`config.mk`:
```
export PLATFORM = sky130hd
export DESIGN_NAME = linear_interp_upsampler
export DESIGN_NICKNAME = d
export VERILOG_FILES = /design/src/rtl/liu_pkg.sv /design/src/rtl/linear_interp_upsampler.sv /design/src/rtl/liu_cmd_fifo.sv /design/src/rtl/liu_front.sv /design/src/rtl/liu_back.sv
export SDC_FILE = /design/constraint.sdc
export NUM_CORES = 2
export LEC_CHECK = 0
export BUFFER_PORTS_ARGS = -buffer_cell sky130_fd_sc_hd__buf_2
export CORE_UTILIZATION = 45
export CTS_BUF_LIST = sky130_fd_sc_hd__clkbuf_2
export DETAILED_ROUTE_END_ITERATION = 7
export HOLD_SLACK_MARGIN = 0.05
export PLACE_DENSITY = 0.69
export SLEW_MARGIN = 10
export SYNTH_ARGS = -nofsm -noshare
export SYNTH_HDL_FRONTEND = slang
export SYNTH_HIERARCHICAL = 1
export SYNTH_SLANG_ARGS = --single-unit
```
`constraint.sdc`:
```
create_clock -name aclk -period 10.1 [get_ports aclk]
set_input_delay 1.515 -clock aclk [delete_from_list [all_inputs] [get_ports aclk]]
set_output_delay 1.515 -clock aclk [all_outputs]
set_load 0.005 [all_outputs]
```
`src/rtl/liu_pkg.sv`:
```
// Shared types and constants of the linear interpolation upsampler.
`default_nettype none

package liu_pkg;

    // Width of the upsample factor register (fixed by the register map).
    localparam int FACTOR_REG_W = 5;

    // Reset value of the upsample factor register.
    localparam logic [FACTOR_REG_W-1:0] FACTOR_RESET = FACTOR_REG_W'(2);

    // Segment command kinds handed from the front end to the back end.
    typedef enum logic [1:0] {
        CMD_MID      = 2'd0,  // one segment, previous -> new sample
        CMD_LAST_ONE = 2'd1,  // one-sample block: closing segment only
        CMD_LAST_TWO = 2'd2   // previous -> new, then new -> first (closing)
    } liu_kind_t;

    // Flags that ride along with each result through the back-end pipe.
    typedef struct packed {
        logic run_end;
        logic block_end;
    } liu_flags_t;

endpackage : liu_pkg

`default_nettype wire

```
`src/rtl/linear_interp_upsampler.sv`:
```
// Top level of the linear interpolation upsampler.
//
//  Channel  | Direction | Handshake           | Payload
//  ---------+-----------+---------------------+-------------------------------------
//  cfg_*    | in        | cfg_valid/cfg_ready | cfg_upsample_factor (5b)
//  s_*      | in        | s_valid/s_ready     | s_in_sample (signed), s_block_last
//  m_*      | out       | m_valid/m_ready     | m_out_sample (signed), m_run_end,
//           |           |                     | m_block_end
//
// Results: the back-end sequencer emits one result per cycle unless m_ready
// holds the pipe, so a sample that continues a block yields f results, the
// last sample of a block 2f (f for a one-sample block), and a first sample
// none. f = 0 acts as 1, f above MAX_FACTOR as MAX_FACTOR. With the back end
// idle, a sample's first result passes the queue entry, sequencer load,
// weighted sum, reciprocal multiply and output register.
// Reset: synchronous, active low; clears block state, queue and pipe valids;
// the factor register returns to 2. No clearing pass is needed.
// Stalls: a full two-entry command queue stalls s_ready; m_ready low with
// m_valid high freezes the whole back-end pipe while the queue keeps filling.
`default_nettype none

module linear_interp_upsampler
    import liu_pkg::*;
#(
    parameter int MAX_FACTOR   = 16,
    parameter int SAMPLE_WIDTH = 24
) (
    input  wire logic                    aclk,
    input  wire logic                    aresetn,
    // configuration write
    input  wire logic                    cfg_valid,
    output logic                         cfg_ready,
    input  wire logic [FACTOR_REG_W-1:0] cfg_upsample_factor,
    // sample input
    input  wire logic                    s_valid,
    output logic                         s_ready,
    input  wire logic [SAMPLE_WIDTH-1:0] s_in_sample,
    input  wire logic                    s_block_last,
    // interpolated output
    output logic                         m_valid,
    input  wire logic                    m_ready,
    output logic [SAMPLE_WIDTH-1:0]      m_out_sample,
    output logic                         m_run_end,
    output logic                         m_block_end
);

    localparam int FW    = $clog2(MAX_FACTOR + 1);
    localparam int CMD_W = 3 * SAMPLE_WIDTH + 2;

    // Factor register; cfg_ready is tied high, so every write is accepted.
    logic [FACTOR_REG_W-1:0] factor_reg;
    logic [FW-1:0]           eff_factor;

    assign cfg_ready = 1'b1;

    always_ff @(posedge aclk) begin
        if (!aresetn) begin
            factor_reg <= FACTOR_RESET;
        end else if (cfg_valid && cfg_ready) begin
            factor_reg <= cfg_upsample_factor;
        end
    end

    // Effective factor: zero means one, large values clamp to MAX_FACTOR.
    always_comb begin
        if (factor_reg == '0) begin
            eff_factor = FW'(1);
        end else if (int'(factor_reg) > MAX_FACTOR) begin
            eff_factor = FW'(MAX_FACTOR);
        end else begin
            eff_factor = FW'(factor_reg);
        end
    end

    // Front end -> queue -> back end
    logic             fe_cmd_valid;
    logic             fe_cmd_ready;
    logic [CMD_W-1:0] fe_cmd_data;
    logic             be_cmd_valid;
    logic             be_cmd_ready;
    logic [CMD_W-1:0] be_cmd_data;

    liu_front #(
        .SAMPLE_WIDTH (SAMPLE_WIDTH)
    ) u_front (
        .aclk         (aclk),
        .aresetn      (aresetn),
        .s_valid      (s_valid),
        .s_ready      (s_ready),
        .s_in_sample  (s_in_sample),
        .s_block_last (s_block_last),
        .cmd_valid    (fe_cmd_valid),
        .cmd_ready    (fe_cmd_ready),
        .cmd_data     (fe_cmd_data)
    );

    liu_cmd_fifo #(
        .WIDTH (CMD_W)
    ) u_cmd_fifo (
        .aclk     (aclk),
        .aresetn  (aresetn),
        .wr_valid (fe_cmd_valid),
        .wr_ready (fe_cmd_ready),
        .wr_data  (fe_cmd_data),
        .rd_valid (be_cmd_valid),
        .rd_ready (be_cmd_ready),
        .rd_data  (be_cmd_data)
    );

    liu_back #(
        .SAMPLE_WIDTH (SAMPLE_WIDTH),
        .MAX_FACTOR   (MAX_FACTOR)
    ) u_back (
        .aclk         (aclk),
        .aresetn      (aresetn),
        .factor       (eff_factor),
        .cmd_valid    (be_cmd_valid),
        .cmd_ready    (be_cmd_ready),
        .cmd_data     (be_cmd_data),
        .m_valid      (m_valid),
        .m_ready      (m_ready),
        .m_out_sample (m_out_sample),
        .m_run_end    (m_run_end),
        .m_block_end  (m_block_end)
    );

endmodule : linear_interp_upsampler

`default_nettype wire

```
`src/rtl/liu_cmd_fifo.sv`:
```
// Two-entry command queue between the front end and the back end.
`default_nettype none

module liu_cmd_fifo #(
    parameter int WIDTH = 74
) (
    input  wire logic             aclk,
    input  wire logic             aresetn,
    input  wire logic             wr_valid,
    output logic                  wr_ready,
    input  wire logic [WIDTH-1:0] wr_data,
    output logic                  rd_valid,
    input  wire logic             rd_ready,
    output logic [WIDTH-1:0]      rd_data
);

    logic [WIDTH-1:0] mem_reg [2];
    logic             wr_ptr_reg;
    logic             rd_ptr_reg;
    logic [1:0]       count_reg;
    logic [1:0]       count_next;
    logic             do_wr;
    logic             do_rd;

    assign wr_ready = (count_reg != 2'd2);
    assign rd_valid = (count_reg != 2'd0);
    assign rd_data  = mem_reg[rd_ptr_reg];
    assign do_wr    = wr_valid && wr_ready;
    assign do_rd    = rd_valid && rd_ready;

    always_comb begin
        count_next = count_reg;
        if (do_wr && !do_rd) begin
            count_next = count_reg + 2'd1;
        end else if (do_rd && !do_wr) begin
            count_next = count_reg - 2'd1;
        end
    end

    always_ff @(posedge aclk) begin
        if (do_wr) begin
            mem_reg[wr_ptr_reg] <= wr_data;
        end
    end

    always_ff @(posedge aclk) begin
        if (!aresetn) begin
            wr_ptr_reg <= 1'b0;
            rd_ptr_reg <= 1'b0;
            count_reg  <= 2'd0;
        end else begin
            count_reg <= count_next;
            if (do_wr) begin
                wr_ptr_reg <= ~wr_ptr_reg;
            end
            if (do_rd) begin
                rd_ptr_reg <= ~rd_ptr_reg;
            end
        end
    end

endmodule : liu_cmd_fifo

`default_nettype wire

```
`src/rtl/liu_front.sv`:
```
// Front end: accepts samples, tracks block state, issues segment commands.
`default_nettype none

module liu_front
    import liu_pkg::*;
#(
    parameter int SAMPLE_WIDTH = 24
) (
    input  wire logic                    aclk,
    input  wire logic                    aresetn,
    input  wire logic                    s_valid,
    output logic                         s_ready,
    input  wire logic [SAMPLE_WIDTH-1:0] s_in_sample,
    input  wire logic                    s_block_last,
    output logic                         cmd_valid,
    input  wire logic                    cmd_ready,
    output logic [3*SAMPLE_WIDTH+1:0]    cmd_data
);

    logic                    have_prev_reg;
    logic                    have_prev_next;
    logic [SAMPLE_WIDTH-1:0] prev_reg;
    logic [SAMPLE_WIDTH-1:0] first_reg;
    logic                    accept;
    liu_kind_t               kind;
    logic [SAMPLE_WIDTH-1:0] seg_a;
    logic [SAMPLE_WIDTH-1:0] seg_c;

    // Held off whenever the queue is full, even for a first sample that issues no command.
    assign s_ready = cmd_ready;
    assign accept  = s_valid && s_ready;

    always_comb begin
        kind  = CMD_MID;
        seg_a = prev_reg;
        seg_c = first_reg;
        if (!have_prev_reg) begin
            // one-sample block: segment from the sample back to itself
            kind  = CMD_LAST_ONE;
            seg_a = s_in_sample;
            seg_c = s_in_sample;
        end else if (s_block_last) begin
            kind = CMD_LAST_TWO;
        end
    end

    assign cmd_valid = accept && (have_prev_reg || s_block_last);
    assign cmd_data  = {kind, seg_a, s_in_sample, seg_c};

    always_comb begin
        have_prev_next = have_prev_reg;
        if (accept) begin
            have_prev_next = !s_block_last;
        end
    end

    always_ff @(posedge aclk) begin
        if (accept) begin
            prev_reg <= s_in_sample;
            if (!have_prev_reg) begin
                first_reg <= s_in_sample;
            end
        end
    end

    always_ff @(posedge aclk) begin
        if (!aresetn) begin
            have_prev_reg <= 1'b0;
        end else begin
            have_prev_reg <= have_prev_next;
        end
    end

endmodule : liu_front

`default_nettype wire

```
`src/rtl/liu_back.sv`:
```
// Back end: walks segment commands and computes interpolated samples.
`default_nettype none

module liu_back
    import liu_pkg::*;
#(
    parameter int SAMPLE_WIDTH = 24,
    parameter int MAX_FACTOR   = 16
) (
    input  wire logic                            aclk,
    input  wire logic                            aresetn,
    input  wire logic [$clog2(MAX_FACTOR+1)-1:0] factor,
    input  wire logic                            cmd_valid,
    output logic                                 cmd_ready,
    input  wire logic [3*SAMPLE_WIDTH+1:0]       cmd_data,
    output logic                                 m_valid,
    input  wire logic                            m_ready,
    output logic [SAMPLE_WIDTH-1:0]              m_out_sample,
    output logic                                 m_run_end,
    output logic                                 m_block_end
);

    localparam int W     = SAMPLE_WIDTH;
    localparam int FW    = $clog2(MAX_FACTOR + 1);
    localparam int NUM_W = W + FW;          // signed weighted sum
    localparam int MAG_W = NUM_W;           // its magnitude
    localparam int K     = MAG_W;           // reciprocal scale 2^K
    localparam int M_W   = K + 1;
    localparam int P_W   = MAG_W + M_W;
    localparam logic [K:0] ONE_K = (K+1)'(1) << K;

    // floor(2^K / f) for each factor
    logic [M_W-1:0] recip_tab [MAX_FACTOR+1];
    for (genvar i = 0; i <= MAX_FACTOR; i++) begin : g_recip
        localparam int DIV = (i == 0) ? 1 : i;
        localparam logic [M_W-1:0] RECIP = M_W'(ONE_K / DIV);
        assign recip_tab[i] = RECIP;
    end

    // ---------------- sequencer ----------------
    logic            busy_reg;
    logic [W-1:0]    a_reg;
    logic [W-1:0]    b_reg;
    logic [W-1:0]    c_reg;
    logic [FW-1:0]   r_reg;
    logic            more_reg;
    logic            closing_reg;
    logic            adv;
    logic            step;
    logic            last_r;
    logic            finish;
    liu_kind_t       cmd_kind;

    assign adv       = !m_valid || m_ready;
    assign step      = busy_reg && adv;
    assign last_r    = (r_reg == FW'(factor - FW'(1)));
    assign finish    = step && last_r && !more_reg;
    assign cmd_ready = !busy_reg || finish;
    assign cmd_kind  = liu_kind_t'(cmd_data[3*W+1:3*W]);

    always_ff @(posedge aclk) begin
        if (!aresetn) begin
            busy_reg <= 1'b0;
        end else if (cmd_valid && cmd_ready) begin
            busy_reg    <= 1'b1;
            a_reg       <= cmd_data[3*W-1:2*W];
            b_reg       <= cmd_data[2*W-1:W];
            c_reg       <= cmd_data[W-1:0];
            r_reg       <= '0;
            more_reg    <= (cmd_kind == CMD_LAST_TWO);
            closing_reg <= (cmd_kind == CMD_LAST_ONE);
        end else if (step) begin
            if (!last_r) begin
                r_reg <= r_reg + FW'(1);
            end else if (more_reg) begin
                // second half of a block end: new sample back to first
                a_reg       <= b_reg;
                b_reg       <= c_reg;
                r_reg       <= '0;
                more_reg    <= 1'b0;
                closing_reg <= 1'b1;
            end else begin
                busy_reg <= 1'b0;
            end
        end
    end

    // ---------------- stage 1: weighted sum ----------------
    logic signed [NUM_W-1:0] a_ext;
    logic signed [NUM_W-1:0] b_ext;
    logic signed [NUM_W-1:0] wa;
    logic signed [NUM_W-1:0] wb;
    logic signed [NUM_W-1:0] num_next;
    logic signed [NUM_W-1:0] num1_reg;
    logic                    v1_reg;
    liu_flags_t              fl_next;
    liu_flags_t              fl1_reg;

    assign a_ext    = {{FW{a_reg[W-1]}}, a_reg};
    assign b_ext    = {{FW{b_reg[W-1]}}, b_reg};
    assign wa       = {{W{1'b0}}, FW'(factor - r_reg)};
    assign wb       = {{W{1'b0}}, r_reg};
    assign num_next = a_ext * wa + b_ext * wb;

    assign fl_next.run_end   = last_r && !more_reg;
    assign fl_next.block_end = last_r && closing_reg;

    // ---------------- stage 2: reciprocal multiply ----------------
    logic [MAG_W-1:0] mag_next;
    logic [P_W-1:0]   prod_next;
    logic [MAG_W-1:0] mag2_reg;
    logic [P_W-1:0]   prod2_reg;
    logic             neg2_reg;
    logic             v2_reg;
    liu_flags_t       fl2_reg;

    assign mag_next  = num1_reg[NUM_W-1] ? MAG_W'(-num1_reg) : MAG_W'(num1_reg);
    assign prod_next = P_W'(mag_next) * P_W'(recip_tab[factor]);

    // ---------------- stage 3: correction and sign ----------------
    logic [MAG_W-1:0]    q0;
    logic [MAG_W+FW-1:0] qf_full;
    logic [MAG_W-1:0]    rem;
    logic [MAG_W-1:0]    q;
    logic [MAG_W-1:0]    res_next;

    assign q0       = prod2_reg[K +: MAG_W];
    assign qf_full  = (MAG_W+FW)'(q0) * (MAG_W+FW)'(factor);
    assign rem      = mag2_reg - qf_full[MAG_W-1:0];
    assign q        = q0 + MAG_W'(rem >= MAG_W'(factor));
    assign res_next = neg2_reg ? -q : q;

    logic            out_valid_reg;
    logic [W-1:0]    out_sample_reg;
    liu_flags_t      out_fl_reg;

    always_ff @(posedge aclk) begin
        if (adv) begin
            num1_reg       <= num_next;
            fl1_reg        <= fl_next;
            mag2_reg       <= mag_next;
            prod2_reg      <= prod_next;
            neg2_reg       <= num1_reg[NUM_W-1];
            fl2_reg        <= fl1_reg;
            out_sample_reg <= res_next[W-1:0];
            out_fl_reg     <= fl2_reg;
        end
    end

    always_ff @(posedge aclk) begin
        if (!aresetn) begin
            v1_reg        <= 1'b0;
            v2_reg        <= 1'b0;
            out_valid_reg <= 1'b0;
        end else if (adv) begin
            v1_reg        <= busy_reg;
            v2_reg        <= v1_reg;
            out_valid_reg <= v2_reg;
        end
    end

    assign m_valid      = out_valid_reg;
    assign m_out_sample = out_sample_reg;
    assign m_run_end    = out_fl_reg.run_end;
    assign m_block_end  = out_fl_reg.block_end;

endmodule : liu_back

`default_nettype wire
```
==> impl_metrics.tcl <==
set metrics [dict create \
    final_cells 7636 \
    synth-edff-count 393 \
    crit_fanout 4 \
    fp.dieW_um 356 \
    dpl.cell_count 7431 \
    crit_type "reg -> reg" \
    cpMaxStageDelayCell "fa_1" \
    syn_to_final_growth_pct 10.4 \
    rows 129 \
    cts_tree "built" \
    rsz0062_at_grt "true" \
    syn-mean-instance-area_um2 10.1 \
    status "finished with violations" \
    antenna_found_initial 5 \
    largest_reg_flops 148 \
    first_iter_violations 3567 \
    antenna_left 0 \
    finalHoldViolations 0 \
    root_buffer "clkbuf_2" \
    finalSetupViolCount 0 \
    vias_per_cell 5.29 \
    period_share_pct 99.3 \
    dr.pass1.iters 8 \
    core_area_mm2 0.124 \
    min-delay-start "u_back/fl1_reg[0]" \
    fin_tns_setup_ns 0 \
    track_usage_pct 27.7 \
    crit_path_start_kind "flop" \
    ys_seq_area_share_pct 21.5 \
    cpMostUsedCell "fa_1" \
    synthCells 5592 \
    async_reset_ff_share_pct 0 \
    cts_buffer_depth 3 \
    initial_core_util_pct 45.4 \
    failed_checks "design-rule violations" \
    grt_pass1_vias 42680 \
    ys_ff_latch 408 \
    maxSlewHeadroom_pct 25.0 \
    hold_path_end "u_back/fl2_reg[0]" \
    r2r_start "u_back/num1_reg[0]" \
    regToRegEndpoint "u_back/prod2_reg[57]" \
    num-nets-final 7368 \
    routed_wl_um 171000 \
    placed_cell_area_mm2 0.0607 \
    reg2reg_depth 32 \
    clk_pin_slew_ns 0.11 \
    synth_nets 7055 \
    drive_gt1_share_pct 13.8 \
    stdcell_area_mm2 0.0621 \
    clkLatencyLatePin_ns 1.34 \
    ys.warnings.count 6 \
    globalRouteOverflowTotal 0 \
    io_pins 64 \
    setup_ws_ns 0.0725 \
    place_ws_ns -0.282 \
    highest_layer "met5" \
    dp_hpwl_um 140000 \
    wl_met3_um 13500 \
    maxCapViolations 0 \
    globalplace.congestion 1.05 \
    hold_depth 0 \
    drc 8 \
    htreeDepth 3 \
    synth_flop_cell "edfxtp_1" \
    crit_arrival_ns 10.98 \
    finalClockSkew_ns 0.147 \
    grt_max_degree 76 \
    netlist_area_mm2 0.0563 \
    vias 40381 \
    cpPeakStageDelay_ns 0.57 \
    cts_sinks 408 \
    maxSlewViolCount 0 \
    endpoint_kind "flop" \
    crit_required_ns 11.06 \
    io_buffers 62 \
    synthDistinctLibCells 91 \
    wl_per_cell_um 22.4 \
    cts_buffers 100 \
    hp-class "reg -> reg" \
    dr_wl_met2_um 81400 \
    drt-met1-wl_um 67000 \
    min_period_ns 10.03 \
    reg2reg_slack_ns 0.07 \
    fmax_ghz 0.0997 \
    grt_pass1_wl_um 259000 \
    dieArea_mm2 0.126 \
    fp.dieH_um 356 \
    worst_pin_slew_ns 1.12 \
]
## cell usage after synthesis, types with 7 or more instances
master    instances  area, um2
clkbuf_1        165        619
nand2b_1         59        369
a21oi_1         113        566
edfxtp_1        393      11800
nor2b_1          29        181
a211oi_1         13       97.6
and3_1           16        100
buf_2            10       50.1
nor3_1           25        125
inv_2            11       41.3
a21o_1           35        263
o21ai_0          73        365
mux2i_1          13        130
o31ai_1          13       97.6
xnor2_1         117       1020
clkinv_1          8       30.0
nor2_1          392       1470
nand4_1          23        144
buf_4            37        278
buf_1             8       30.0
ha_1            386       4830
o21bai_1          8       60.1
nor4_1           13       81.3
or3_1            11       68.8
inv_1          1241       4660
nand3_1          42        210
fa_1           1042      20900
nand2_1         700       2630
o22ai_1           8       50.1
mux2_2          122       1370
and2_1          224       1400
a211o_1           7       61.3
dfxtp_1          15        300
xor2_1           55        482
o21a_1           16        120
o211ai_1         10       75.1
or4_1             8       60.1
a31oi_1          16        100
## cells by family after synthesis
group	count (synthesis)	synth area share, %
AO/OA/AOI/OAI	380	4.37
buffers and inverters	1481	10.2
flip-flops	408	21.5
other	1	0.00667
multiplexers	135	2.67
AND/OR/NAND/NOR	1583	12.8
XOR/XNOR	176	2.80
adder cells (fa/ha/maj)	1428	45.7
## cells in the final DEF, fill, tap and decap left out, drive strengths merged, types with 7 or more instances in the layout
cell type  instances
o21bai             8
clkinv            53
diode              7
ha               386
or3               12
nand2b            60
a21o              35
a21oi            113
o31ai             13
mux2i             13
fa              1042
edfxtp           393
o21a              16
and2             224
a211oi            13
nor2b             30
mux2             122
xor2              57
a21boi             7
nand2            703
o211ai            10
or4               12
a31oi             16
a211o              7
buf              431
nand4             23
inv             1254
nor3              25
o21ai             78
xnor2            118
dfxtp             15
clkbuf           135
and3              16
nor4              15
o22ai              8
nor2             394
nand3             42
## critical path, delay by kind of cell, from the launching register on
kind	cells	cell delay [ns]
adders and majority gates	10	4.53
xor gates and xnor gates	2	0.37
AOI/OAI and AO/OA	7	1.68
and+or+nand+nor	9	2.20
buffers and inverters	4	0.49
DFF	1	0.44
## per-layer routing
metal,vias up,GRT usage [%]
li1,17823,-
met1,20466,35.0
met2,1665,45.6
met3,421,5.50
met4,6,13.0
met5,-,0
## worst max path at each step
stage / to / slack (ns) / startpoint
3_3_place_gp: u_back/prod2_reg[57] / -0.26 / u_back/num1_reg[1]
2_1_floorplan: u_back/prod2_reg[57] / 0.12 / u_back/num1_reg[0]
3_5_place_dp: u_back/prod2_reg[57] / -0.28 / u_back/num1_reg[0]
6_report: u_back/prod2_reg[57] / 0.07 / u_back/num1_reg[0]
5_1_grt: u_back/prod2_reg[57] / -0.28 / u_back/num1_reg[1]
4_1_cts: u_back/prod2_reg[57] / -0.03 / u_back/num1_reg[1]
## timing repair
action	in CTS	in global routing
buffers inserted	2	6
cloned	0	1
hold buffers	0	0
endpoints found under the setup margin	6	21
pin swaps	8	8
resized for setup	21	42
## area by class of cell
cell class	count	area, um2
diodes	7	17.5
clock buffers	135	676
clock inverters	54	407
fillers	11337	61700
inverters	1260	4730
multi-input cells	3704	38800
flip-flops and latches	408	12100
well taps	1637	2050
repair buffers	431	3340
## through the flow
step | util [%] | hold slack, ns
after floorplan | - | 0.400
after global placement | 49.0 | 0.405
after detailed placement | 49.0 | 0.406
after CTS | 50.0 | 0.205
after global routing | 50.2 | 0.281
final | 50.2 | 0.424
Power is left out: the tool's default activity adds up to more than one toggle a clock period on the data nets, which glitch-free logic cannot reach.
